==> src/sv/rbg_pkg.sv <==
// ----------------------------------------------------------------------------
// rbg_pkg: shared types and constants of the row Gaussian blur
// Field widths, weight register map and the control word that travels from
// the front end through the op queue to the filter back end.
// ----------------------------------------------------------------------------
package rbg_pkg;

	// fixed field widths
	localparam int PIX_W     = 16;
	localparam int WEIGHT_W  = 16;
	localparam int FRAC_BITS = 15;

	// weight registers: centre tap, then one per distance
	localparam int NUM_WEIGHTS = 7;
	localparam int CFG_IDX_W   = 3;
	localparam int NUM_WSLOT   = 2 ** CFG_IDX_W;
	localparam logic [WEIGHT_W-1:0] WEIGHT_ONE = 16'h8000;

	// default build
	localparam int RBG_RADIUS     = 6;
	localparam int RBG_PIXEL_BITS = 16;
	localparam int RBG_QDEPTH     = 4;

	// per-op control for the back end
	typedef struct packed {
		logic emit;   // produce an output for this shift
		logic done;   // last output of the row
		logic clear;  // wipe the tap line after this shift
	} rbg_ctl_t;

endpackage

==> src/sv/rbg_front.sv <==
// ----------------------------------------------------------------------------
// rbg_front: pixel intake and row-end sequencer
// Turns each accepted pixel into one shift op; a row-end pixel is followed
// by RADIUS zero shifts that flush the trailing outputs and clear the line.
// ----------------------------------------------------------------------------
module rbg_front #(
	parameter int RADIUS = rbg_pkg::RBG_RADIUS,
	parameter int PW     = rbg_pkg::PIX_W
) (
	input  logic                  clk,
	input  logic                  arst_n,
	input  logic                  in_valid,
	output logic                  in_ready,
	input  logic [2:0][PW-1:0]    in_pix,
	input  logic                  in_last,
	input  logic                  q_full,
	output logic                  q_wr,
	output logic [2:0][PW-1:0]    q_pix,
	output rbg_pkg::rbg_ctl_t     q_ctl
);
	import rbg_pkg::*;

	localparam int CW = $clog2(RADIUS + 1);

	typedef enum logic [1:0] {
		ST_RUN   = 2'b01,
		ST_FLUSH = 2'b10
	} rbg_state_t;

	rbg_state_t    state_q;
	logic [CW-1:0] cnt_q;    // columns taken, saturates at RADIUS
	logic [CW-1:0] need_q;   // first flush step that emits
	logic [CW-1:0] step_q;   // current flush step, 1..RADIUS
	logic          take;

	assign in_ready = (state_q == ST_RUN) && !q_full;
	assign take     = in_valid && in_ready;

	// op generation
	always_comb begin
		q_wr  = 1'b0;
		q_pix = in_pix;
		q_ctl = '0;
		case (state_q)
			ST_RUN: begin
				q_wr       = take;
				q_ctl.emit = (cnt_q == CW'(RADIUS));
			end
			ST_FLUSH: begin
				q_wr        = !q_full;
				q_pix       = '0;
				q_ctl.emit  = (step_q >= need_q);
				q_ctl.done  = (step_q == CW'(RADIUS));
				q_ctl.clear = (step_q == CW'(RADIUS));
			end
			default: begin
				q_wr = 1'b0;
			end
		endcase
	end

	// sequencer
	always_ff @(posedge clk or negedge arst_n) begin
		if (!arst_n) begin
			state_q <= ST_RUN;
			cnt_q   <= '0;
			need_q  <= '0;
			step_q  <= '0;
		end else begin
			case (state_q)
				ST_RUN: begin
					if (take) begin
						if (in_last) begin
							state_q <= ST_FLUSH;
							need_q  <= CW'(RADIUS) - cnt_q;
							cnt_q   <= '0;
							step_q  <= CW'(1);
						end else if (cnt_q != CW'(RADIUS)) begin
							cnt_q <= cnt_q + CW'(1);
						end
					end
				end
				ST_FLUSH: begin
					if (!q_full) begin
						if (step_q == CW'(RADIUS)) begin
							state_q <= ST_RUN;
						end else begin
							step_q <= step_q + CW'(1);
						end
					end
				end
				default: begin
					state_q <= ST_RUN;
				end
			endcase
		end
	end

endmodule

==> config.mk <==
export PLATFORM = sky130hd
export DESIGN_NAME = rbg_front
export DESIGN_NICKNAME = d
export VERILOG_FILES = /design/src/sv/rbg_pkg.sv /design/src/sv/rbg_front.sv
export SDC_FILE = /design/constraint.sdc
export NUM_CORES = 1
export LEC_CHECK = 0
export CORE_MARGIN = 2
export CORE_UTILIZATION = 62
export DETAILED_ROUTE_END_ITERATION = 8
export DONT_BUFFER_PORTS = 1
export GPL_ROUTABILITY_DRIVEN = 0
export PLACE_DENSITY = 0.78
export SYNTH_ARGS = -nofsm -noshare
export SYNTH_HDL_FRONTEND = slang
export SYNTH_SLANG_ARGS = --single-unit
==> constraint.sdc <==
create_clock -name clk -period 2.25 [get_ports clk]
set_input_delay 0.225 -clock clk [delete_from_list [all_inputs] [get_ports clk]]
set_output_delay 0.225 -clock clk [all_outputs]
set_load 0.01 [all_outputs]
==> metrics.csv <==
metric;value;unit
outcome;finished, final reports clean;
Crit path required time;2.03;ns
CTS Buf Count;3;
synth top area cells;nor2b_1 28%, dfrtp_1 23%, ha_1 10%;
Reg area;276.5;um^2
Clock Skews;0.004594;ns
f_max;0.4924;GHz
drt first pass iters;4;
Post-synth top flop;dfrtp_1;
count of pins over their slew limit;0;
YS warnings;0;
RSZ-0062 raised after global routing;false;
top fanout value on the critical path;58;
Final Setup Violations;0;
most frequent cells in the layout;49 x nor2b_1, 10 x dfrtp_1, 9 x inv_1;
Area after DPL;1084;um^2
post-detail-place hpwl;1959;um
CP Class;register to primary output;
Peak VDD IR;897.4;uV
FF+latch count, synth;11;
Clock Pin Slew Worst Setup and Hold Paths;0.07;ns
Core Rows;15;
Die Ht;46.02;um
setup TNS;0;ns
Leak;0.5091;nW
cell area power density;1177;nW/um^2
vias;916;
post-synthesis sequential area ratio;25.26;%
post-placement cell count;144;
Port Buf Inserts;0;
crit path launch type;register;
Congestion Overflow GR;0;
Initial Util;64.81;%
Synth top area share;28.00;%
TritonCTS clock tree;done;
CTS H-tree depth;1;
Residual DRC;0;
initial antenna violation count;0;
mapped cell area;1095;um^2
max-cap viol count;0;
fill cell count;138;
Core ar.;1689;um^2
FFs w/ async S/R, synth;100.0;%
I/O Pins;106;
synth unique cells;35;
Layout area overhead;2.743;%
min Tclk post-route;2.031;ns
clk sinks;11;
Die Area;2118;um^2
Clk Latency, worst-skew pair;0.27;ns
Least-Margin Pin Slew;0.5365;ns
Critical Path End Type;primary output;
Final ANT Viol Nets;0;
vias in the first global route;767;
largest net degree at the start of global routing;59;
Synth area leader;nor2b_1;
Hold Path Class;primary input to register;
Post-Layout Cell Count;151;
Post-synth EDFFs;0;
CTS root buf;clkbuf_4;
share of cells above drive strength 1;9.848;%
Mean Syn Cell Area;8.170;um^2
Post-Synthesis Cells;134;
final net count;195;
most common cell after layout, fill and taps aside;nor2b_1;
Post-Layout Inst Area;1125;um^2
Hold Slack;0.03396;ns
Multi-input gate area;737.0;um^2
Tcrit/Tclk final;90.27;%
Hold Fails Final Rpt;0;
critical path arrival;1.81;ns
initial drt markers;20;
first-pass GRT wire length;3367;um
syn_nets;196;
routed vias/inst;6.066;
clock buffer depth;2;
Die W;46.02;um
DR WL/cell;16.77;um
relative slew slack;64.12;%
CTS resizes;0;
Overall Global Routing Usage;22.52;%
routed wire length;2533;um
worst max-delay path, cell delays in order (launching register included):
cell	delay, ns
dfstp_2	0.37
inv_1	0.07
ha_2	0.18
buf_4	0.42
a31oi_1	0.08
a211oi_1	0.24
buf_4	0.16
through the flow:
step           power [mW]  util [%]  setup slack, ns
2_1_floorplan       1.075         -           0.5175
3_3_place_gp        1.148     64.15           0.5493
3_5_place_dp        1.183     64.15           0.4761
4_1_cts             1.328     66.30           0.2071
5_1_grt             1.448     66.30          0.07761
6_report            1.324     66.59           0.2190
repair_timing:
| action | 4_1_cts | 5_1_grt |
|---|---|---|
| buffers inserted | 0 | 0 |
| hold buffers | 1 | 0 |
| endpoints found under the hold margin | 11 | 0 |
flip-flops by register name, summed over array words and instances (netlist names):
signal and flops:
need_q 3, state_q 2, step_q 3, cnt_q 3
layer usage:
metal / global-route usage [%] / vias up / part of all wire [%]
li1: - / 435 / -
met3: 4.762 / 5 / 10
met2: 34.72 / 55 / 47
met5: 0 / - / 0
met4: 8.571 / 0 / 1.2
met1: 30.64 / 421 / 41
where the power goes:
| part | switching (mW) | internal [mW] |
|---|---|---|
| registers | 0.0663 | 0.282 |
| clock network | 0.0684 | 0.0688 |
| logic | 0.533 | 0.306 |
| total | 0.667 | 0.656 |
layout make-up:
class | instances | share of cell area, %
multi-input combinational | 105 | 65.52
tap | 17 | 1.891
antenna | 2 | 0.4449
sequential | 11 | 24.58
clock buffer | 4 | 2.336
timing repair buffer | 3 | 2.225
inverter | 9 | 3.003
logic make-up (layout without fill, tap and decap cells):
logic type | count (synthesis) | count (layout) | synth area share [%]
AND/OR/NAND/NOR | 70 | 70 | 38.97
AO/OA/AOI/OAI | 19 | 19 | 10.74
buffers and inverters | 18 | 16 | 7.657
flip-flops | 11 | 11 | 25.26
adder cells (fa/ha/maj) | 9 | 9 | 10.29
multiplexers | 6 | 6 | 6.285
XOR/XNOR | 1 | 1 | 0.8001
other | 0 | 2 | 0
path summary, 6_finish.rpt:
check | startpoint | end | slack [ns] | cells past startpoint
worst max register to register | state_q[0] | cnt_q[1] | 0.46 | 4
min in group asynchronous | arst_n | state_q[1] | 0.37 | 1
max in group asynchronous | arst_n | state_q[0] | 1.52 | 1
worst max-delay path | state_q[0] | q_ctl[2] | 0.22 | 6
worst min register to register | need_q[2] | need_q[2] | 0.48 | 2
worst min-delay path | in_last | cnt_q[2] | 0.03 | 1
cells in the mapped netlist, drive strengths merged (2+ instances only):
cell	n
inv	9
nand3b	2
ha	9
nor2b	49
nor2	7
buf	6
o21ai	6
dfrtp	10
mux2	4
clkbuf	3
a21oi	5
nand2	6
mux2i	2
nor3	2
a31oi	2
Note: power is estimated with default switching activity, not from simulation.
