$ cat config.mk
export PLATFORM = sky130hd
export DESIGN_NAME = rbg_queue
export DESIGN_NICKNAME = d
export VERILOG_FILES = /design/src/sv/rbg_pkg.sv /design/src/sv/rbg_queue.sv
export SDC_FILE = /design/constraint.sdc
export NUM_CORES = 1
export LEC_CHECK = 0
export BUFFER_PORTS_ARGS = -buffer_cell sky130_fd_sc_hd__buf_2
export CAP_MARGIN = 10
export CORE_MARGIN = 4
export CORE_UTILIZATION = 40
export DETAILED_ROUTE_END_ITERATION = 10
export MAX_ROUTING_LAYER = met4
export PLACE_DENSITY = 0.6
export SLEW_MARGIN = 20
export SYNTH_ARGS = -nofsm -noshare
export SYNTH_HDL_FRONTEND = slang
export SYNTH_SLANG_ARGS = --single-unit
$ cat constraint.sdc
create_clock -name clk -period 3.67 [get_ports clk]
set_clock_uncertainty 0.2 [all_clocks]
set_input_delay 0.734 -clock clk [delete_from_list [all_inputs] [get_ports clk]]
set_output_delay 0.734 -clock clk [all_outputs]
set_load 0.02 [all_outputs]
$ cat src/sv/rbg_pkg.sv
// ----------------------------------------------------------------------------
// rbg_pkg: shared types and constants of the row Gaussian blur
// Field widths, weight register map and the control word that travels from
// the front end through the op queue to the filter back end.
// ----------------------------------------------------------------------------
package rbg_pkg;

	// fixed field widths
	localparam int PIX_W     = 16;
	localparam int WEIGHT_W  = 16;
	localparam int FRAC_BITS = 15;

	// weight registers: centre tap, then one per distance
	localparam int NUM_WEIGHTS = 7;
	localparam int CFG_IDX_W   = 3;
	localparam int NUM_WSLOT   = 2 ** CFG_IDX_W;
	localparam logic [WEIGHT_W-1:0] WEIGHT_ONE = 16'h8000;

	// default build
	localparam int RBG_RADIUS     = 6;
	localparam int RBG_PIXEL_BITS = 16;
	localparam int RBG_QDEPTH     = 4;

	// per-op control for the back end
	typedef struct packed {
		logic emit;   // produce an output for this shift
		logic done;   // last output of the row
		logic clear;  // wipe the tap line after this shift
	} rbg_ctl_t;

endpackage

$ cat src/sv/rbg_queue.sv
// ----------------------------------------------------------------------------
// rbg_queue: short op queue between front end and filter
// Register-based FIFO; lets intake and filter stall independently.
// ----------------------------------------------------------------------------
module rbg_queue #(
	parameter int W     = 8,
	parameter int DEPTH = rbg_pkg::RBG_QDEPTH
) (
	input  logic         clk,
	input  logic         arst_n,
	input  logic         wr,
	input  logic [W-1:0] wdata,
	output logic         full,
	input  logic         rd,
	output logic [W-1:0] rdata,
	output logic         avail
);
	import rbg_pkg::*;

	localparam int AW = (DEPTH > 1) ? $clog2(DEPTH) : 1;
	localparam int NW = $clog2(DEPTH + 1);

	logic [W-1:0]  mem_q [DEPTH];
	logic [AW-1:0] wptr_q;
	logic [AW-1:0] rptr_q;
	logic [NW-1:0] fill_q;
	logic          do_wr;
	logic          do_rd;

	assign full  = (fill_q == NW'(DEPTH));
	assign avail = (fill_q != '0);
	assign rdata = mem_q[rptr_q];
	assign do_wr = wr && !full;
	assign do_rd = rd && avail;

	// storage
	always_ff @(posedge clk) begin
		if (do_wr) begin
			mem_q[wptr_q] <= wdata;
		end
	end

	// pointers and fill level
	always_ff @(posedge clk or negedge arst_n) begin
		if (!arst_n) begin
			wptr_q <= '0;
			rptr_q <= '0;
			fill_q <= '0;
		end else begin
			if (do_wr) begin
				wptr_q <= (wptr_q == AW'(DEPTH - 1)) ? '0 : wptr_q + AW'(1);
			end
			if (do_rd) begin
				rptr_q <= (rptr_q == AW'(DEPTH - 1)) ? '0 : rptr_q + AW'(1);
			end
			if (do_wr && !do_rd) begin
				fill_q <= fill_q + NW'(1);
			end else if (!do_wr && do_rd) begin
				fill_q <= fill_q - NW'(1);
			end
		end
	end

endmodule

==> impl_results.md <==
* Syn Nets at 98
* Reg2reg setup slack at 1.38 ns
* Number of endpoints failing setup at the final stage at 0
* Quantity of I/O buffers inserted on ports at 21
* Leading register cell type out of synthesis: sky130_fd_sc_hd__edfxtp_1
* Final period util at 74.1%
* Post-CTS Setup Bufs at 0
* Die height at 71.9 microns
* Worst max-slew margin expressed relative to the limit at 59.3%
* Area of the die at 5160 sq um
* Outcome: complete, no violations
* Total CTS buffers at 5
* Top cell type by total area after synthesis: sky130_fd_sc_hd__edfxtp_1
* Grt ovf at 0
* Met3 track demand over resource at 4.77%
* Top cells by area, synth: sky130_fd_sc_hd__edfxtp_1, sky130_fd_sc_hd__mux4_2, sky130_fd_sc_hd__dfrtp_1
* Row count at 22
* Number of enable flip-flop cells after synthesis at 32
* Number of antenna violations at the first check in global routing at 0
* Ant diodes at 0
* Power density over the cells at 809 nW/um^2
* I/O pins at 22
* Routed vias at 753
* DRC violation total after the first TritonRoute iteration at 56
* Fraction of layout instances using a drive strength above 1 at 46.7%
* Hold Path Class: in -> async
* Yosys reg bits at 39
* Number of cells traversed by the worst register-to-register path at 8
* Leading cell type by number of instances after synthesis: sky130_fd_sc_hd__edfxtp_1
* Number of maximum-capacitance violations at 0
* Via density at 4.92
* Sequential fraction of the synthesis area at 69.6%
* Maximum number of pins on one net before global-route repair at 13
* Leading cell types by count after synthesis: sky130_fd_sc_hd__edfxtp_1, sky130_fd_sc_hd__mux4_2, sky130_fd_sc_hd__dfrtp_1
* Top cell type's share of synthesized area at 58.9%
* Clock latency at the later pin of the worst-skew pair at 0.28 ns
* Total iterations of the first detailed-routing run at 4
* Capture point of the worst reg-to-reg path: fill_q[2]
* Global route hottest layer: met2
* Setup TNS at 0 ns
* Part of the power in combinational logic at 34.5%
* Worst setup path category: reg -> out
* Global router's overall resource usage at 11.6%
* Number of clock sinks at 39
* CP endpoint kind: primary output
* Hpwl dp at 1820 microns
* Final Instance Area at 1870 sq um
* Switch Pwr at 0.490 mW
* IR Drop Worst-Case VDD at 309 uV
* TritonCTS clock tree: done
* Critical Path RT at 2.74 ns
* Post-CTS clock slew at the launch and capture registers of the worst setup and hold paths at 0.07 ns
* Post-layout util at 49.2%
* Met1 Resource Use GR at 11.6%
* Proportion of total power due to net switching at 32.4%
* End point of the critical path: rdata[0]
* Via count of the first global-routing pass at 840
* Maximum buffer depth of the clock tree at 2
* Routability cong. at 0.630
* Crit path launch: rptr_q[0]
* Post-placement cell count at 145
* Total count of max-transition violations in the final report at 0
* Root Buffer Master: sky130_fd_sc_hd__clkbuf_8
* Post-layout power at 1.51 mW
* Count of cells resized by post-cts repair at 0
* Internal power consumption at 1.02 mW
* Mapped Avg Cell Area at 20.7 sq um
* Post-placement cell area at 1780 sq um
* DRT antenna net count at 0
* Post-synthesis cell area at 1630 sq um
* Aggregate routed wire length at 2450 microns
* Starting density of the core at 43.0%
* Share of synthesized registers carrying an async set or reset at 17.9%
* Synthesized netlist cell count at 79
* CTS H-tree depth at 2
* Wire length of the first global-routing pass at 4090 microns
* CTS hold repair buffers at 0
* Met2 usage in global routing at 19.3%
* Final Critical Period at 2.72 ns
* Count of unresolved DRC violations after routing at 0
* Hold violation total from the final report at 0
* Maximum fanout along the worst path at 11
* Yosys Warn Count at 0
* Clock power frac at 18.8%
* RR Startpoint: fill_q[0]
* Slew at the pin closest to its max-slew limit at 0.611 ns
* Setup repair after global routing missed its margin: false
* Startpoint kind of the worst setup timing path: register
* Maximum clock frequency at 0.368 GHz
* Placeable core area at 3800 sq um
* Fillcell total at 335
* Wire per inst at 16.0 microns
* Post-Layout Cell Count at 153
* Part of the power in registers at 46.6%
* Static power due to leakage at 0.710 nW
* Die X-Extent at 71.9 microns
* Signal arrival time at the worst endpoint at 1.78 ns
* Area delta synth->final at 14.5%
* Distinct cell type count after synthesis at 19
* Final nets at 123
[worst max-delay path: stages (launching register included)]
cell                      delay, ns
sky130_fd_sc_hd__dfrtp_1       0.73
sky130_fd_sc_hd__mux4_2        0.59
sky130_fd_sc_hd__buf_2         0.18
[metal layers]
| metal | vias up | wire length (microns) |
|---|---|---|
| met5 | - | 0 |
| met1 | 384 | 939 |
| li1 | 350 | - |
| met3 | 6 | 102 |
| met2 | 13 | 1350 |
| met4 | 0 | 53 |
[metrics by stage]
step	setup WS, ns	hold slack (ns)
3_3_place_gp	1.22	0.280
4_1_cts	0.915	0.0693
2_1_floorplan	1.43	0.238
5_1_grt	0.815	0.0668
3_5_place_dp	1.18	0.284
6_report	0.952	0.0730
[power groups by stage]
stage / clock (mW) / sequential (mW) / combinational, mW
finish: 0.285 / 0.704 / 0.522
global route: 0.320 / 0.724 / 0.572
CTS: 0.293 / 0.710 / 0.537
detailed placement: 0 / 0.719 / 0.536
global placement: 0 / 0.715 / 0.525
floorplan: 0 / 0.655 / 0.452
[flip-flops by register name, summed over array words and instances, names as in the netlist]
register,cells
fill_q,3
wptr_q,2
mem_q,32
rptr_q,2
[area by class of cell]
cell class	count	area (sq um)	area share [%]
Clock buffer	7	86.3	4.62
Multi-Input combinational cell	34	464	24.8
Tap cell	48	60.1	3.22
Clock inverter	1	5.00	0.268
Timing Repair Buffer	21	105	5.63
Inverter	3	11.3	0.603
Sequential cell	39	1140	60.8
[worst min path at each step]
stage               from         to  slack [ns]  cells after the start
2_1_floorplan     arst_n  fill_q[0]        0.24                      0
3_3_place_gp   fill_q[2]  fill_q[2]        0.28                      1
3_5_place_dp   fill_q[2]  fill_q[2]        0.28                      1
6_report          arst_n  wptr_q[1]        0.07                      1
4_1_cts           arst_n  fill_q[0]        0.07                      1
5_1_grt           arst_n  rptr_q[1]        0.07                      1
[kinds of logic (layout without fill, tap and decap cells)]
| family | after synthesis | after routing | share of synthesized area (%) |
|---|---|---|---|
| multiplexers | 13 | 13 | 15.4 |
| flip-flops | 39 | 39 | 69.6 |
| XOR/XNOR | 3 | 3 | 1.61 |
| buffers and inverters | 6 | 32 | 1.92 |
| adder cells (fa/ha/maj) | 7 | 7 | 5.83 |
| AND/OR/NAND/NOR | 11 | 11 | 5.60 |
[cells in the final DEF (no fill, tap or decap)]
cell	netlist	layout
sky130_fd_sc_hd__and2_2	4	4
sky130_fd_sc_hd__buf_2	1	21
sky130_fd_sc_hd__clkbuf_1	1	1
sky130_fd_sc_hd__clkbuf_8	0	6
sky130_fd_sc_hd__clkinv_2	0	1
sky130_fd_sc_hd__dfrtp_1	7	7
sky130_fd_sc_hd__edfxtp_1	32	32
sky130_fd_sc_hd__fa_1	1	1
sky130_fd_sc_hd__ha_1	6	6
sky130_fd_sc_hd__inv_1	3	3
sky130_fd_sc_hd__mux2_2	1	1
sky130_fd_sc_hd__mux2_4	4	4
sky130_fd_sc_hd__mux4_2	8	8
sky130_fd_sc_hd__nand2_4	1	1
sky130_fd_sc_hd__nor2_1	3	3
sky130_fd_sc_hd__nor2b_2	1	1
sky130_fd_sc_hd__nor3b_4	1	1
sky130_fd_sc_hd__or3_4	1	1
sky130_fd_sc_hd__xnor2_1	1	1
sky130_fd_sc_hd__xor2_1	2	2
Power figures use the tool's default switching activity.
